==> config.mk <==
export PLATFORM = sky130hd
export DESIGN_NAME = methylation_domain_segmenter
export DESIGN_NICKNAME = d
export VERILOG_FILES = /design/src/rtl/core/mds_pkg.sv /design/src/rtl/core/mds_queue.sv /design/src/rtl/core/mds_front.sv /design/src/rtl/core/mds_back.sv /design/src/rtl/core/methylation_domain_segmenter.sv
export SDC_FILE = /design/constraint.sdc
export NUM_CORES = 2
export LEC_CHECK = 0
export BUFFER_PORTS_ARGS = -buffer_cell sky130_fd_sc_hd__buf_4
export CAP_MARGIN = 10
export CORE_MARGIN = 3
export CORE_UTILIZATION = 52
export CTS_CLUSTER_DIAMETER = 40
export DETAILED_ROUTE_END_ITERATION = 12
export GPL_ROUTABILITY_DRIVEN = 0
export HOLD_SLACK_MARGIN = 0.12
export PLACE_DENSITY = 0.67
export SLEW_MARGIN = 0
export SYNTH_ARGS = -nofsm -noshare
export SYNTH_HDL_FRONTEND = slang
export SYNTH_SLANG_ARGS = --single-unit
export TNS_END_PERCENT = 1
==> constraint.sdc <==
create_clock -name clock -period 21.5 [get_ports clock]
set_input_delay 1.075 -clock clock [delete_from_list [all_inputs] [get_ports clock]]
set_output_delay 1.075 -clock clock [all_outputs]
set_load 0.005 [all_outputs]
==> src/rtl/core/mds_pkg.sv <==
package mds_pkg;

   // Default widths of the fixed-point fraction and of the run site counter.
   localparam int FRAC_BITS_DEF  = 16;
   localparam int COUNT_BITS_DEF = 20;

   // Field widths of the request and response items.
   localparam int CHROM_W     = 8;
   localparam int POS_W       = 32;
   localparam int READS_W     = 16;
   localparam int CLASS_W     = 2;
   localparam int STOP_W      = 33;
   localparam int OUT_COUNT_W = 20;
   localparam int SCORE_W     = 37;

   // Largest site count that a response can carry.
   localparam int OUT_COUNT_MAX = (2 ** OUT_COUNT_W) - 1;

   // Depth of the queues between the stages and at the response side.
   localparam int QUEUE_DEPTH = 4;

   // Register port.
   localparam int CSR_INDEX_W = 1;
   localparam int CSR_DATA_W  = 37;
   localparam logic [CSR_INDEX_W-1:0] CSR_DESERT_LEN = 1'b0;
   localparam logic [CSR_INDEX_W-1:0] CSR_MIN_SCORE  = 1'b1;

   localparam logic [POS_W-1:0]   DESERT_RESET    = 32'd1000;
   localparam logic [SCORE_W-1:0] MIN_SCORE_RESET = 37'd262144;

   // Decoded class code of the hypo group; every other code is the hyper group.
   localparam logic [CLASS_W-1:0] CLASS_HYPO = 2'd0;

   // States of the front-end sequencer.
   typedef enum logic [1:0] {
      FRONT_IDLE,
      FRONT_DIVIDE,
      FRONT_ISSUE
   } mds_front_state_type;

   // One emitted domain.
   typedef struct packed {
      logic [CHROM_W-1:0]     out_chrom;
      logic [POS_W-1:0]       start_pos;
      logic [STOP_W-1:0]      stop_pos;
      logic [OUT_COUNT_W-1:0] site_count;
      logic [SCORE_W-1:0]     score;
      logic                   last_of_run;
   } mds_result_type;

endpackage

==> src/rtl/core/mds_queue.sv <==
// Small first-in first-out queue with two write slots per cycle. It reports
// full while fewer than two entries are free, so a writer that checks full
// may always store up to two entries.
module mds_queue #(
   parameter int WIDTH = 8,
   parameter int DEPTH = 4
) (
   input  logic             clock,
   input  logic             reset,
   input  logic             push_a,
   input  logic [WIDTH-1:0] data_a,
   input  logic             push_b,
   input  logic [WIDTH-1:0] data_b,
   input  logic             pop,
   output logic [WIDTH-1:0] head,
   output logic             empty,
   output logic             full
);

   localparam int PTR_W = $clog2(DEPTH);
   localparam int CNT_W = $clog2(DEPTH + 1);

   logic [WIDTH-1:0] entry_ff [DEPTH];
   logic [PTR_W-1:0] wr_ptr_ff, wr_ptr_in;
   logic [PTR_W-1:0] rd_ptr_ff, rd_ptr_in;
   logic [CNT_W-1:0] count_ff, count_in;
   logic [PTR_W-1:0] wr_ptr_b;
   logic             pop_ok;

   assign empty    = (count_ff == '0);
   assign full     = (count_ff > CNT_W'(DEPTH - 2));
   assign head     = entry_ff[rd_ptr_ff];
   assign pop_ok   = pop && !empty;
   assign wr_ptr_b = wr_ptr_ff + 1'b1;

   // Pointer and fill level updates.
   always_comb begin
      wr_ptr_in = wr_ptr_ff + PTR_W'(push_a) + PTR_W'(push_b);
      rd_ptr_in = rd_ptr_ff + PTR_W'(pop_ok);
      count_in  = count_ff + CNT_W'(push_a) + CNT_W'(push_b) - CNT_W'(pop_ok);
   end

   always_ff @(posedge clock) begin
      if (reset) begin
         wr_ptr_ff <= '0;
         rd_ptr_ff <= '0;
         count_ff  <= '0;
      end else begin
         wr_ptr_ff <= wr_ptr_in;
         rd_ptr_ff <= rd_ptr_in;
         count_ff  <= count_in;
      end
   end

   // Entry storage; the second slot lands right after the first.
   always_ff @(posedge clock) begin
      if (push_a) begin
         entry_ff[wr_ptr_ff] <= data_a;
      end
      if (push_b) begin
         entry_ff[wr_ptr_b] <= data_b;
      end
   end

endmodule

==> src/rtl/core/mds_front.sv <==
// Front end: takes one site request, drops the read-count test into a valid
// flag, decodes the class group and works out the methylation fraction with
// a restoring divider that produces one quotient bit per cycle.
module mds_front import mds_pkg::*; #(
   parameter int FRAC_BITS = FRAC_BITS_DEF
) (
   input  logic                 clock,
   input  logic                 reset,
   input  logic                 req_push,
   output logic                 req_full,
   input  logic [CHROM_W-1:0]   req_chrom_id,
   input  logic [POS_W-1:0]     req_site_pos,
   input  logic [READS_W-1:0]   req_total_reads,
   input  logic [READS_W-1:0]   req_meth_reads,
   input  logic [CLASS_W-1:0]   req_site_class,
   input  logic                 req_end_of_stream,
   output logic                 issue_push,
   input  logic                 issue_full,
   output logic                 issue_site_valid,
   output logic [CHROM_W-1:0]   issue_chrom,
   output logic [POS_W-1:0]     issue_pos,
   output logic [FRAC_BITS:0]   issue_frac,
   output logic                 issue_hyper,
   output logic                 issue_eos
);

   localparam int STEP_W = $clog2(FRAC_BITS);

   mds_front_state_type state_ff, state_in;

   logic [CHROM_W-1:0]   chrom_ff, chrom_in;
   logic [POS_W-1:0]     pos_ff, pos_in;
   logic [READS_W-1:0]   total_ff, total_in;
   logic [READS_W-1:0]   rem_ff, rem_in;
   logic [FRAC_BITS-1:0] quot_ff, quot_in;
   logic [STEP_W-1:0]    step_ff, step_in;
   logic                 valid_ff, valid_in;
   logic                 whole_ff, whole_in;
   logic                 hyper_ff, hyper_in;
   logic                 eos_ff, eos_in;
   logic                 accept;
   logic                 no_divide;
   logic [READS_W:0]     rem_shift;
   logic                 rem_ge;

   assign accept    = req_push && !req_full;
   assign no_divide = (req_total_reads == '0) || (req_meth_reads >= req_total_reads);
   assign rem_shift = {rem_ff, 1'b0};
   assign rem_ge    = (rem_shift >= {1'b0, total_ff});

   // Next state.
   always_comb begin
      state_in = state_ff;
      unique case (state_ff)
         FRONT_IDLE: begin
            if (req_push) begin
               state_in = no_divide ? FRONT_ISSUE : FRONT_DIVIDE;
            end
         end
         FRONT_DIVIDE: begin
            if (step_ff == '0) begin
               state_in = FRONT_ISSUE;
            end
         end
         FRONT_ISSUE: begin
            if (!issue_full) begin
               state_in = FRONT_IDLE;
            end
         end
         default: state_in = FRONT_IDLE;
      endcase
   end

   // Handshake outputs.
   always_comb begin
      req_full   = 1'b1;
      issue_push = 1'b0;
      unique case (state_ff)
         FRONT_IDLE:   req_full   = 1'b0;
         FRONT_DIVIDE: req_full   = 1'b1;
         FRONT_ISSUE:  issue_push = !issue_full;
         default:      req_full   = 1'b1;
      endcase
   end

   // Capture of the request and one divider step per cycle.
   always_comb begin
      chrom_in = chrom_ff;
      pos_in   = pos_ff;
      total_in = total_ff;
      rem_in   = rem_ff;
      quot_in  = quot_ff;
      step_in  = step_ff;
      valid_in = valid_ff;
      whole_in = whole_ff;
      hyper_in = hyper_ff;
      eos_in   = eos_ff;
      if (accept) begin
         chrom_in = req_chrom_id;
         pos_in   = req_site_pos;
         total_in = req_total_reads;
         rem_in   = req_meth_reads;
         quot_in  = '0;
         step_in  = STEP_W'(FRAC_BITS - 1);
         valid_in = (req_total_reads != '0);
         whole_in = no_divide;
         hyper_in = (req_site_class != CLASS_HYPO);
         eos_in   = req_end_of_stream;
      end else if (state_ff == FRONT_DIVIDE) begin
         rem_in  = rem_ge ? READS_W'(rem_shift - {1'b0, total_ff}) : rem_shift[READS_W-1:0];
         quot_in = {quot_ff[FRAC_BITS-2:0], rem_ge};
         step_in = step_ff - 1'b1;
      end
   end

   always_ff @(posedge clock) begin
      if (reset) begin
         state_ff <= FRONT_IDLE;
      end else begin
         state_ff <= state_in;
      end
   end

   always_ff @(posedge clock) begin
      chrom_ff <= chrom_in;
      pos_ff   <= pos_in;
      total_ff <= total_in;
      rem_ff   <= rem_in;
      quot_ff  <= quot_in;
      step_ff  <= step_in;
      valid_ff <= valid_in;
      whole_ff <= whole_in;
      hyper_ff <= hyper_in;
      eos_ff   <= eos_in;
   end

   // A site with at least as many methylated reads as reads counts as exactly one.
   assign issue_frac       = whole_ff ? {1'b1, {FRAC_BITS{1'b0}}} : {1'b0, quot_ff};
   assign issue_site_valid = valid_ff;
   assign issue_chrom      = chrom_ff;
   assign issue_pos        = pos_ff;
   assign issue_hyper      = hyper_ff;
   assign issue_eos        = eos_ff;

endmodule

==> src/rtl/core/mds_back.sv <==
// Back end: keeps the open run, decides per classified site whether it
// extends the run or closes it, and writes up to two domains per site into
// the response queue. Holds the two configuration registers.
module mds_back import mds_pkg::*; #(
   parameter int FRAC_BITS  = FRAC_BITS_DEF,
   parameter int COUNT_BITS = COUNT_BITS_DEF
) (
   input  logic                   clock,
   input  logic                   reset,
   input  logic                   csr_wr_en,
   input  logic [CSR_INDEX_W-1:0] csr_index,
   input  logic [CSR_DATA_W-1:0]  csr_wdata,
   input  logic                   item_empty,
   output logic                   item_pop,
   input  logic                   item_site_valid,
   input  logic [CHROM_W-1:0]     item_chrom,
   input  logic [POS_W-1:0]       item_pos,
   input  logic [FRAC_BITS:0]     item_frac,
   input  logic                   item_hyper,
   input  logic                   item_eos,
   input  logic                   out_full,
   output logic                   push_a,
   output mds_result_type         res_a,
   output logic                   push_b,
   output mds_result_type         res_b
);

   localparam int CMP_W = (COUNT_BITS > OUT_COUNT_W) ? COUNT_BITS : OUT_COUNT_W;

   logic [POS_W-1:0]      desert_ff, desert_in;
   logic [SCORE_W-1:0]    min_score_ff, min_score_in;
   logic                  run_open_ff, run_open_in;
   logic [CHROM_W-1:0]    run_chrom_ff, run_chrom_in;
   logic [POS_W-1:0]      run_start_ff, run_start_in;
   logic [POS_W-1:0]      tail_pos_ff, tail_pos_in;
   logic                  run_is_hyper_ff, run_is_hyper_in;
   logic [COUNT_BITS-1:0] run_count_ff, run_count_in;
   logic [SCORE_W-1:0]    run_sum_ff, run_sum_in;

   logic                  take;
   logic                  extend;
   logic [POS_W-1:0]      gap;
   logic [SCORE_W:0]      sum_wide;
   logic [SCORE_W-1:0]    sum_next;
   logic [COUNT_BITS-1:0] count_next;
   logic                  emit_close;
   logic                  emit_flush;
   mds_result_type        res_close;
   mds_result_type        res_flush;

   // Builds one response from a run; the count saturates at the port width.
   function automatic mds_result_type make_result(
      input logic [CHROM_W-1:0]    chrom,
      input logic [POS_W-1:0]      start,
      input logic [POS_W-1:0]      last_pos,
      input logic [COUNT_BITS-1:0] count,
      input logic [SCORE_W-1:0]    sum
   );
      mds_result_type   r;
      logic [CMP_W-1:0] cnt;
      cnt           = CMP_W'(count);
      r.out_chrom   = chrom;
      r.start_pos   = start;
      r.stop_pos    = {1'b0, last_pos} + STOP_W'(1);
      r.site_count  = (cnt > CMP_W'(OUT_COUNT_MAX)) ? OUT_COUNT_W'(OUT_COUNT_MAX)
                                                     : cnt[OUT_COUNT_W-1:0];
      r.score       = sum;
      r.last_of_run = 1'b1;
      return r;
   endfunction

   // Configuration writes.
   always_comb begin
      desert_in    = desert_ff;
      min_score_in = min_score_ff;
      if (csr_wr_en) begin
         unique case (csr_index)
            CSR_DESERT_LEN: desert_in    = csr_wdata[POS_W-1:0];
            CSR_MIN_SCORE:  min_score_in = csr_wdata[SCORE_W-1:0];
            default:        desert_in    = desert_ff;
         endcase
      end
   end

   assign take     = !item_empty && !out_full;
   assign item_pop = take;

   // Run extension test and the saturating count and sum.
   assign gap      = item_pos - tail_pos_ff;
   assign extend   = run_open_ff && (item_chrom == run_chrom_ff) &&
                     (item_pos >= tail_pos_ff) && (gap <= desert_ff) &&
                     (item_hyper == run_is_hyper_ff);
   assign sum_wide = {1'b0, run_sum_ff} + (SCORE_W + 1)'(item_frac);
   assign sum_next = sum_wide[SCORE_W] ? {SCORE_W{1'b1}} : sum_wide[SCORE_W-1:0];
   assign count_next = (run_count_ff == {COUNT_BITS{1'b1}}) ? run_count_ff
                                                            : run_count_ff + 1'b1;

   // Run state after the site, before the end-of-stream flush.
   always_comb begin
      run_open_in     = run_open_ff;
      run_chrom_in    = run_chrom_ff;
      run_start_in    = run_start_ff;
      tail_pos_in     = tail_pos_ff;
      run_is_hyper_in = run_is_hyper_ff;
      run_count_in    = run_count_ff;
      run_sum_in      = run_sum_ff;
      if (item_site_valid) begin
         run_open_in = 1'b1;
         tail_pos_in = item_pos;
         if (extend) begin
            run_count_in = count_next;
            run_sum_in   = sum_next;
         end else begin
            run_chrom_in    = item_chrom;
            run_start_in    = item_pos;
            run_is_hyper_in = item_hyper;
            run_count_in    = COUNT_BITS'(1);
            run_sum_in      = SCORE_W'(item_frac);
         end
      end
   end

   // Domains: the run that the site closes, then the run that the flush closes.
   assign emit_close = item_site_valid && !extend && run_open_ff && run_is_hyper_ff &&
                       (run_sum_ff >= min_score_ff);
   assign emit_flush = item_eos && run_open_in && run_is_hyper_in &&
                       (run_sum_in >= min_score_ff);

   always_comb begin
      res_close = make_result(run_chrom_ff, run_start_ff, tail_pos_ff,
                              run_count_ff, run_sum_ff);
      res_flush = make_result(run_chrom_in, run_start_in, tail_pos_in,
                              run_count_in, run_sum_in);
      res_close.last_of_run = !emit_flush;
      push_a = take && (emit_close || emit_flush);
      push_b = take && emit_close && emit_flush;
      res_a  = emit_close ? res_close : res_flush;
      res_b  = res_flush;
   end

   always_ff @(posedge clock) begin
      if (reset) begin
         desert_ff    <= DESERT_RESET;
         min_score_ff <= MIN_SCORE_RESET;
         run_open_ff  <= 1'b0;
      end else begin
         desert_ff    <= desert_in;
         min_score_ff <= min_score_in;
         if (take) begin
            run_open_ff <= run_open_in && !item_eos;
         end
      end
   end

   always_ff @(posedge clock) begin
      if (take) begin
         run_chrom_ff    <= run_chrom_in;
         run_start_ff    <= run_start_in;
         tail_pos_ff     <= tail_pos_in;
         run_is_hyper_ff <= run_is_hyper_in;
         run_count_ff    <= run_count_in;
         run_sum_ff      <= run_sum_in;
      end
   end

   // An end-of-stream site always leaves the block with no open run.
   a_flush_closes: assert property (@(posedge clock) disable iff (reset)
      (take && item_eos) |=> !run_open_ff)
      else $error("run still open after end of stream");

   // Every domain written in the first slot meets the score threshold.
   a_score_threshold: assert property (@(posedge clock) disable iff (reset)
      push_a |-> (res_a.score >= min_score_ff))
      else $error("domain below threshold written");

   // Every domain written in the first slot holds at least one site.
   a_count_nonzero: assert property (@(posedge clock) disable iff (reset)
      push_a |-> (res_a.site_count != '0))
      else $error("domain with no sites written");

   // The domain ends after it starts.
   a_span_order: assert property (@(posedge clock) disable iff (reset)
      push_a |-> ({1'b0, res_a.start_pos} < res_a.stop_pos))
      else $error("domain stop not after start");

endmodule

==> src/rtl/core/methylation_domain_segmenter.sv <==
// Methylation domain segmenter. Sites arrive sorted, one per request, and are
// grouped into runs of the hypo class or of the non-hypo classes; a chromosome
// change, a backward step or a gap above the desert limit also closes a run. A
// closed non-hypo run whose summed fraction reaches min_score is written to
// the response queue; end_of_stream flushes the open run, so one request can
// give two responses, the second carrying last_of_run. Sites with zero reads
// are dropped. The front end takes no new request until the last is issued;
// its divider yields one quotient bit per cycle and is skipped when the site
// fraction is one or the site has no reads. The back end handles one site per
// cycle while the response queue has two free entries. Configuration is to be
// written by the user only while the block is idle, which it does not enforce.
module methylation_domain_segmenter import mds_pkg::*; #(
   parameter int FRAC_BITS  = FRAC_BITS_DEF,
   parameter int COUNT_BITS = COUNT_BITS_DEF
) (
   input  logic                   clock,
   input  logic                   reset,
   input  logic                   csr_wr_en,
   input  logic [CSR_INDEX_W-1:0] csr_index,
   input  logic [CSR_DATA_W-1:0]  csr_wdata,
   input  logic                   push,
   output logic                   full,
   input  logic [CHROM_W-1:0]     req_chrom_id,
   input  logic [POS_W-1:0]       req_site_pos,
   input  logic [READS_W-1:0]     req_total_reads,
   input  logic [READS_W-1:0]     req_meth_reads,
   input  logic [CLASS_W-1:0]     req_site_class,
   input  logic                   req_end_of_stream,
   output logic                   empty,
   input  logic                   pop,
   output logic [CHROM_W-1:0]     rsp_out_chrom,
   output logic [POS_W-1:0]       rsp_start_pos,
   output logic [STOP_W-1:0]      rsp_stop_pos,
   output logic [OUT_COUNT_W-1:0] rsp_site_count,
   output logic [SCORE_W-1:0]     rsp_score,
   output logic                   rsp_last_of_run
);

   localparam int SITE_W = 1 + CHROM_W + POS_W + (FRAC_BITS + 1) + 1 + 1;
   localparam int RES_W  = $bits(mds_result_type);

   logic                 issue_push;
   logic                 issue_full;
   logic                 issue_site_valid;
   logic [CHROM_W-1:0]   issue_chrom;
   logic [POS_W-1:0]     issue_pos;
   logic [FRAC_BITS:0]   issue_frac;
   logic                 issue_hyper;
   logic                 issue_eos;
   logic [SITE_W-1:0]    issue_word;

   logic [SITE_W-1:0]    item_word;
   logic                 item_empty;
   logic                 item_pop;
   logic                 item_site_valid;
   logic [CHROM_W-1:0]   item_chrom;
   logic [POS_W-1:0]     item_pos;
   logic [FRAC_BITS:0]   item_frac;
   logic                 item_hyper;
   logic                 item_eos;

   logic                 out_full;
   logic                 push_a;
   logic                 push_b;
   mds_result_type       res_a;
   mds_result_type       res_b;
   logic [RES_W-1:0]     out_head;
   mds_result_type       rsp_head;

   mds_front #(
      .FRAC_BITS (FRAC_BITS)
   ) u_front (
      .clock             (clock),
      .reset             (reset),
      .req_push          (push),
      .req_full          (full),
      .req_chrom_id      (req_chrom_id),
      .req_site_pos      (req_site_pos),
      .req_total_reads   (req_total_reads),
      .req_meth_reads    (req_meth_reads),
      .req_site_class    (req_site_class),
      .req_end_of_stream (req_end_of_stream),
      .issue_push        (issue_push),
      .issue_full        (issue_full),
      .issue_site_valid  (issue_site_valid),
      .issue_chrom       (issue_chrom),
      .issue_pos         (issue_pos),
      .issue_frac        (issue_frac),
      .issue_hyper       (issue_hyper),
      .issue_eos         (issue_eos)
   );

   // Classified sites travel packed through the queue between the stages.
   assign issue_word = {issue_site_valid, issue_chrom, issue_pos, issue_frac,
                        issue_hyper, issue_eos};

   mds_queue #(
      .WIDTH (SITE_W),
      .DEPTH (QUEUE_DEPTH)
   ) u_site_queue (
      .clock  (clock),
      .reset  (reset),
      .push_a (issue_push),
      .data_a (issue_word),
      .push_b (1'b0),
      .data_b (issue_word),
      .pop    (item_pop),
      .head   (item_word),
      .empty  (item_empty),
      .full   (issue_full)
   );

   assign {item_site_valid, item_chrom, item_pos, item_frac, item_hyper, item_eos} = item_word;

   mds_back #(
      .FRAC_BITS  (FRAC_BITS),
      .COUNT_BITS (COUNT_BITS)
   ) u_back (
      .clock           (clock),
      .reset           (reset),
      .csr_wr_en       (csr_wr_en),
      .csr_index       (csr_index),
      .csr_wdata       (csr_wdata),
      .item_empty      (item_empty),
      .item_pop        (item_pop),
      .item_site_valid (item_site_valid),
      .item_chrom      (item_chrom),
      .item_pos        (item_pos),
      .item_frac       (item_frac),
      .item_hyper      (item_hyper),
      .item_eos        (item_eos),
      .out_full        (out_full),
      .push_a          (push_a),
      .res_a           (res_a),
      .push_b          (push_b),
      .res_b           (res_b)
   );

   // Response queue; the back end may write two domains in one cycle.
   mds_queue #(
      .WIDTH (RES_W),
      .DEPTH (QUEUE_DEPTH)
   ) u_rsp_queue (
      .clock  (clock),
      .reset  (reset),
      .push_a (push_a),
      .data_a (res_a),
      .push_b (push_b),
      .data_b (res_b),
      .pop    (pop),
      .head   (out_head),
      .empty  (empty),
      .full   (out_full)
   );

   assign rsp_head        = out_head;
   assign rsp_out_chrom   = rsp_head.out_chrom;
   assign rsp_start_pos   = rsp_head.start_pos;
   assign rsp_stop_pos    = rsp_head.stop_pos;
   assign rsp_site_count  = rsp_head.site_count;
   assign rsp_score       = rsp_head.score;
   assign rsp_last_of_run = rsp_head.last_of_run;

endmodule
Word-level counts from Yosys, hierarchy flattened
Memory sizes are Yosys's and may differ from the RTL's. A register that Yosys moved wholly into a read port is not among the register bits.
Cells that the tools add are included.
{"block": "totals", "ram_bits": 764, "memories": 2, "out_inout_bits": 133, "reg_bits": 312, "word_cells": 140, "input_bits": 118}
{"memory": "u_rsp_queue.entry_ff", "depth": 4, "word_bits": 131, "read_ports": 1, "rd_ports_with_merged_regs": 1, "wr": 2, "line_no": "mds_queue.sv:23", "rtl": "logic [WIDTH-1:0] entry_ff [DEPTH];"}
{"memory": "u_site_queue.entry_ff", "depth": 4, "word_bits": 60, "read_ports": 1, "rd_ports_with_merged_regs": 1, "wr": 1, "line_no": "mds_queue.sv:23"}
{"block": "classes", "add_sub_neg": 18, "eq_ne": 8, "n_lt_le_gt_ge": 10, "muxes": 36, "bitwise_logic": 1, "reduce_logical": 39}
{"cell": "$mux W131", "count": 1}
{"cell": "$mux W37", "count": 3}
{"cell": "$mux W20", "count": 5}
{"cell": "$mux W32", "count": 3}
{"cell": "$ge A37 B37 Y1", "count": 2}
{"cell": "$add A32 B1 Y33 const B", "count": 2}
{"cell": "$mux W16", "count": 3}
{"cell": "$gt A20 B20 Y1 const B", "count": 2}
{"cell": "$add A37 B17 Y38", "count": 1}
{"cell": "$ge A32 B32 Y1", "count": 1}
{"cell": "$le A32 B32 Y1", "count": 1}
{"cell": "$sub A32 B32 Y32", "count": 1}
{"cell": "$add A20 B1 Y20 const B", "count": 1}
{"cell": "$eq A20 B20 Y1 const B", "count": 1}
{"cell": "$logic_and A1 B1 Y1", "count": 19}
{"cell": "$ge A17 B16 Y1", "count": 1}
{"cell": "$mux W17", "count": 1}
{"cell": "$ge A16 B16 Y1", "count": 1}
{"cell": "$logic_not A16 Y1", "count": 1}
{"cell": "$mux W8", "count": 2}
{"cell": "$reduce_bool A16 Y1", "count": 1}
{"cell": "$sub A16 B16 Y16", "count": 1}
{"cell": "$mux W2", "count": 6}
{"cell": "$mux W1", "count": 11}
{"cell": "other kinds (22)", "count": 41}

Longest topological paths before layout
{"block": "depth", "word_depth": 15, "ltp_mapped": 46, "depth_no_buf": 39}

Modules after synthesis
From an unflattened synthesis, not the netlist that was laid out.
{"block": "unflattened", "cells_unflattened": 4460, "hier_area_um2": 59652.2}
{"mod": "mds_queue at u_rsp_queue", "area_per_inst_um2": 25441.9, "instances": 1, "cells_per_inst": 1309}
{"mod": "mds_back", "area_per_inst_um2": 17127.7, "instances": 1, "cells_per_inst": 2045}
{"mod": "mds_queue at u_site_queue", "area_per_inst_um2": 11906.4, "instances": 1, "cells_per_inst": 622}
{"mod": "mds_front", "area_per_inst_um2": 5172.5, "instances": 1, "cells_per_inst": 483}
{"mod": "methylation_domain_segmenter", "area_per_inst_um2": 3.8, "instances": 1, "cells_per_inst": 1}

Worst setup path before layout
No wires, ideal clock.
{"block": "synth_path", "path_kind": "register to register", "from": "register u_site_queue.rd_ptr_ff[0] (netlist name)", "to": "memory u_rsp_queue.entry_ff[3][100] in the netlist's numbering (enable)", "path_slack_ns": 9.894, "arrival_time_ns": 11.121, "path_stages_with_launch": 42, "n_path_buf": 9, "cell_sequence": "dfxtp_1 buf_6 buf_6 buf_6 buf_6 buf_6 mux4_2 ha_1 nor2b_1 o31ai_1 a211oi_1 nor4b_1 o21bai_1 o311ai_0 a21oi_1 a311o_1 a21oi_1 xnor2_1 [... 6 more ...] o211a_1 buf_4 nor2_1 buf_6 buf_2 nor3_1 ha_1 nand4_1 or3_1 or4_1 a31oi_1 o21ai_1 nand2_1 nand2_1 or3_1 buf_2 and2_1 inv_1"}
{"item": "to (decl)", "line_no": "mds_queue.sv:23"}

==> results.cfg <==
[route]
drc_errors = 0
finalWirelength_um = 157000
final_antenna_net_count = 0
vias_per_cell = 6.32
drt_iter0_drc = 5011
avgRoutedWirePerCell_um = 25.7
dr.pass1.iters = 6
dr_total_vias = 38799

[timing]
min_period_over_period = 0.597
slew_headroom = 0.164
rsz0062_at_grt = no
setup_tns_ps = 0
slew_violations = 0
post-route-min-period_ps = 12830
hold_violations = 0
setup_violations = 0
tightestPinTransition_ps = 1240
maxClockFrequency_ghz = 0.0780
clock_skew_ps = 31.0

[layout]
drive_above_1_share = 0.179
finalNetCount = 4975
design_area_um2 = 62200
multi_input_area_um2 = 20900
filler_cell_count = 8063
regArea_um2 = 31200
diodes = 0
syn_to_final_growth_pct = 14.9

[power_and_ir_drop]
pwr-share-seq = 0.346
p_int_mw = 5.31
swShare = 0.377
combPwrFrac = 0.364
ir_drop_uv = 66.9
pwr-share-clk = 0.290
power.net_switching_mw = 3.21
p_per_area_nw_per_um2 = 137
leakagePower_nw = 21.7

[synthesis]
yosysWarningCount = 0
netlist_area_um2 = 54200
synth_fp_nets = 4772
yosysUniqueCellTypes = 87
synthCells = 4447
synth-edff-count = 966
avgSynthCellArea_um2 = 12.2
ys_async_sr_fraction = 0
ys_seq_elements = 1076
ys.flop_type = edfxtp_1
yosysSeqAreaShare = 0.576

[critical_path]
crit_top_cell = buf_4
cp-start-kind = flip-flop
critical-path-max-stage-delay_ps = 960
critPathSlowestCell = buf_4
reg2reg_to = u_rsp_queue.entry_ff[3][119]
crit_type = flip-flop to flip-flop
cp_max_fo = 70
arrival_ps = 13180
path_buf_inv = 6
worstPathRequired_ps = 21850
ff2ff_setup_slack_ps = 8670
r2r-start = u_site_queue.rd_ptr_ff[0]
end_kind = flip-flop
crit_family = simple AND/OR/NAND/NOR gates
reg2regPathDepth = 37

[floorplan]
num_rows = 117
die_x_um = 329
ios = 251
coreArea_um2 = 103000
dieArea_um2 = 108000
die_h_um = 329
start_util = 0.528

[placement]
hpwlAfterDp_um = 103000
placement.cell_area_um2 = 57200
portBuffers = 250

[clock_network]
clk_latency_ps = 750
cts_tree = built
path_clk_slew_ps = 60
cts_resized = 0
root_buffer = clkbuf_16
cts_made_buffers = 147
ctsHtreeMaxLevel = 4
hold_buffers = 0
cts.sinks = 1076
clockBufferDepth = 3
cts_setup_buffers = 0

[min_path]
whs_endpoint = u_back.min_score_ff[28]
whs_path_depth = 2
hp-class = flip-flop to flip-flop
worstHoldStart = u_back.min_score_ff[28]

[flow_run]
maxCapViolCount = 0

[global_route]
grt_overflow = 0
gr-max-usage-layer = met2
met2_usage = 0.439
grt_pass1_vias = 37604
grtUsageTotal = 0.290
grtUsageMet1 = 0.405
grt_pass1_wl_um = 235000
grt_use_met3 = 0.0707
antenna_found_initial = 1
grt_start_max_net_pins = 92

[status]
run_status = finished, final reports clean
[layout make-up]
cell class | count | share of cell area
clock buffer | 171 | 0.0630
inverter | 252 | 0.0155
multi-input combinational | 2866 | 0.337
clock inverter | 98 | 0.0182
timing repair buffer | 307 | 0.0372
tap | 1368 | 0.0275
sequential | 1076 | 0.502
[placed cells by master, fill, tap and decap left out, drive strengths merged, types with 70 or more instances in the layout]
master	netlist	routed
edfxtp	966	966
nand2	489	489
nor2	316	316
buf	119	307
o21ai	302	302
a21oi	294	294
inv	251	279
ha	200	200
mux4	190	190
clkbuf	134	171
o22ai	147	147
dfxtp	110	110
xnor2	97	97
nor3	81	81
nand3	71	71
a21o	70	70
[tightest hold or removal path, cell delays in order, from the launching register on]
cell	delay, ps
dfxtp_1	300
nand2_1	50
a21oi_1	50
[power by group through the flow]
stage          clock, mW  combinational [mW]  sequential, mW
2_1_floorplan          0                2.12            2.83
3_3_place_gp           0                2.99            2.96
3_5_place_dp           0                3.03            2.97
4_1_cts             2.50                3.05            2.93
5_1_grt             2.59                3.37            2.98
6_report            2.47                3.10            2.94
[registers in the layout, summed over array words and instances, names as in the netlist, 3 cells and up]
signal and cells:
u_front.quot_ff 16, u_back.run_chrom_ff 8, u_back.run_start_ff 32, u_back.desert_ff 32
u_rsp_queue.entry_ff 524, u_back.run_count_ff 20, u_front.issue_pos 32, u_rsp_queue.count_ff 3
u_front.step_ff 4, u_front.total_ff 16, u_back.tail_pos_ff 32, u_front.issue_chrom 8
u_back.run_sum_ff 37, u_front.rem_ff 16, u_site_queue.entry_ff 240, u_back.min_score_ff 37
u_site_queue.count_ff 3
[worst max-delay path by stage]
stage | start | end | slack [ps] | cells after the start
after floorplan | u_site_queue.rd_ptr_ff[0] | u_rsp_queue.entry_ff[3][100] | 9890 | 41
after global placement | u_site_queue.rd_ptr_ff[0] | u_rsp_queue.entry_ff[3][108] | 9000 | 37
after detailed placement | u_site_queue.rd_ptr_ff[0] | u_rsp_queue.entry_ff[3][114] | 8690 | 37
after CTS | u_site_queue.rd_ptr_ff[0] | u_rsp_queue.entry_ff[3][119] | 8660 | 37
after global routing | u_site_queue.rd_ptr_ff[0] | u_rsp_queue.entry_ff[3][119] | 7780 | 37
final | u_site_queue.rd_ptr_ff[0] | u_rsp_queue.entry_ff[3][119] | 8670 | 37
[per-layer routing]
metal  vias to the layer above  part of all wire
li1                      17249                 -
met1                     18979              0.40
met2                      2217              0.45
met3                       354              0.11
met4                         0             0.038
met5                         -                 0
[through the flow]
| step | hold slack [ps] | power (mW) | cells | worst slack, ps | util |
|---|---|---|---|---|---|
| 2_1_floorplan | 431 | 4.95 | 4447 | 9890 | - |
| 3_3_place_gp | 442 | 5.96 | 5869 | 9000 | 0.557 |
| 3_5_place_dp | 448 | 6.00 | 5869 | 8690 | 0.557 |
| 4_1_cts | 450 | 8.48 | 6138 | 8660 | 0.606 |
| 5_1_grt | 470 | 8.93 | 6138 | 7780 | 0.606 |
| 6_report | 453 | 8.52 | 6138 | 8670 | 0.606 |
[cell families (layout without fill, tap and decap cells)]
logic type | count (synthesis) | in the layout | share of synthesized area
AOI/OAI and AO/OA | 1092 | 1092 | 0.124
muxes | 249 | 249 | 0.0921
adders and majority gates | 207 | 207 | 0.0488
xor gates and xnor gates | 141 | 141 | 0.0228
and+or+nand+nor | 1177 | 1177 | 0.0971
DFF | 1076 | 1076 | 0.576
buffers and inverters | 505 | 828 | 0.0394
[synthesized netlist by cell type (7+ instances only)]
cell	number	share of area
nand2_1	488	0.034
nand4_1	37	0.0043
ha_1	200	0.046
xnor2_1	97	0.016
o21a_1	14	0.0019
nand3_1	70	0.0065
o21bai_1	9	0.0012
mux2i_1	23	0.0043
mux4_2	190	0.079
buf_4	16	0.0022
nand2b_1	24	0.0028
inv_2	15	0.0010
nor2_1	310	0.021
a211o_1	7	0.0011
buf_2	58	0.0054
edfxtp_1	966	0.54
o31ai_1	47	0.0065
a21oi_1	294	0.027
o21ai_1	61	0.0056
o31a_1	7	0.0011
o22ai_1	146	0.017
or2_2	10	0.0012
mux2i_2	30	0.0076
and2_1	15	0.0017
nor2b_1	43	0.0050
fa_1	7	0.0026
a31oi_1	36	0.0042
buf_6	14	0.0029
and3_1	36	0.0042
nor3_1	78	0.0072
inv_1	236	0.016
a32oi_1	37	0.0060
xor2_1	44	0.0071
nor4_1	18	0.0021
a21o_1	70	0.0097
o211ai_1	11	0.0015
a22o_1	33	0.0053
buf_1	31	0.0021
a211oi_1	14	0.0019
or3_1	12	0.0014
o21ai_0	240	0.022
dfxtp_1	110	0.041
clkbuf_1	134	0.0093
No activity file was read; power rests on OpenSTA's default activity.
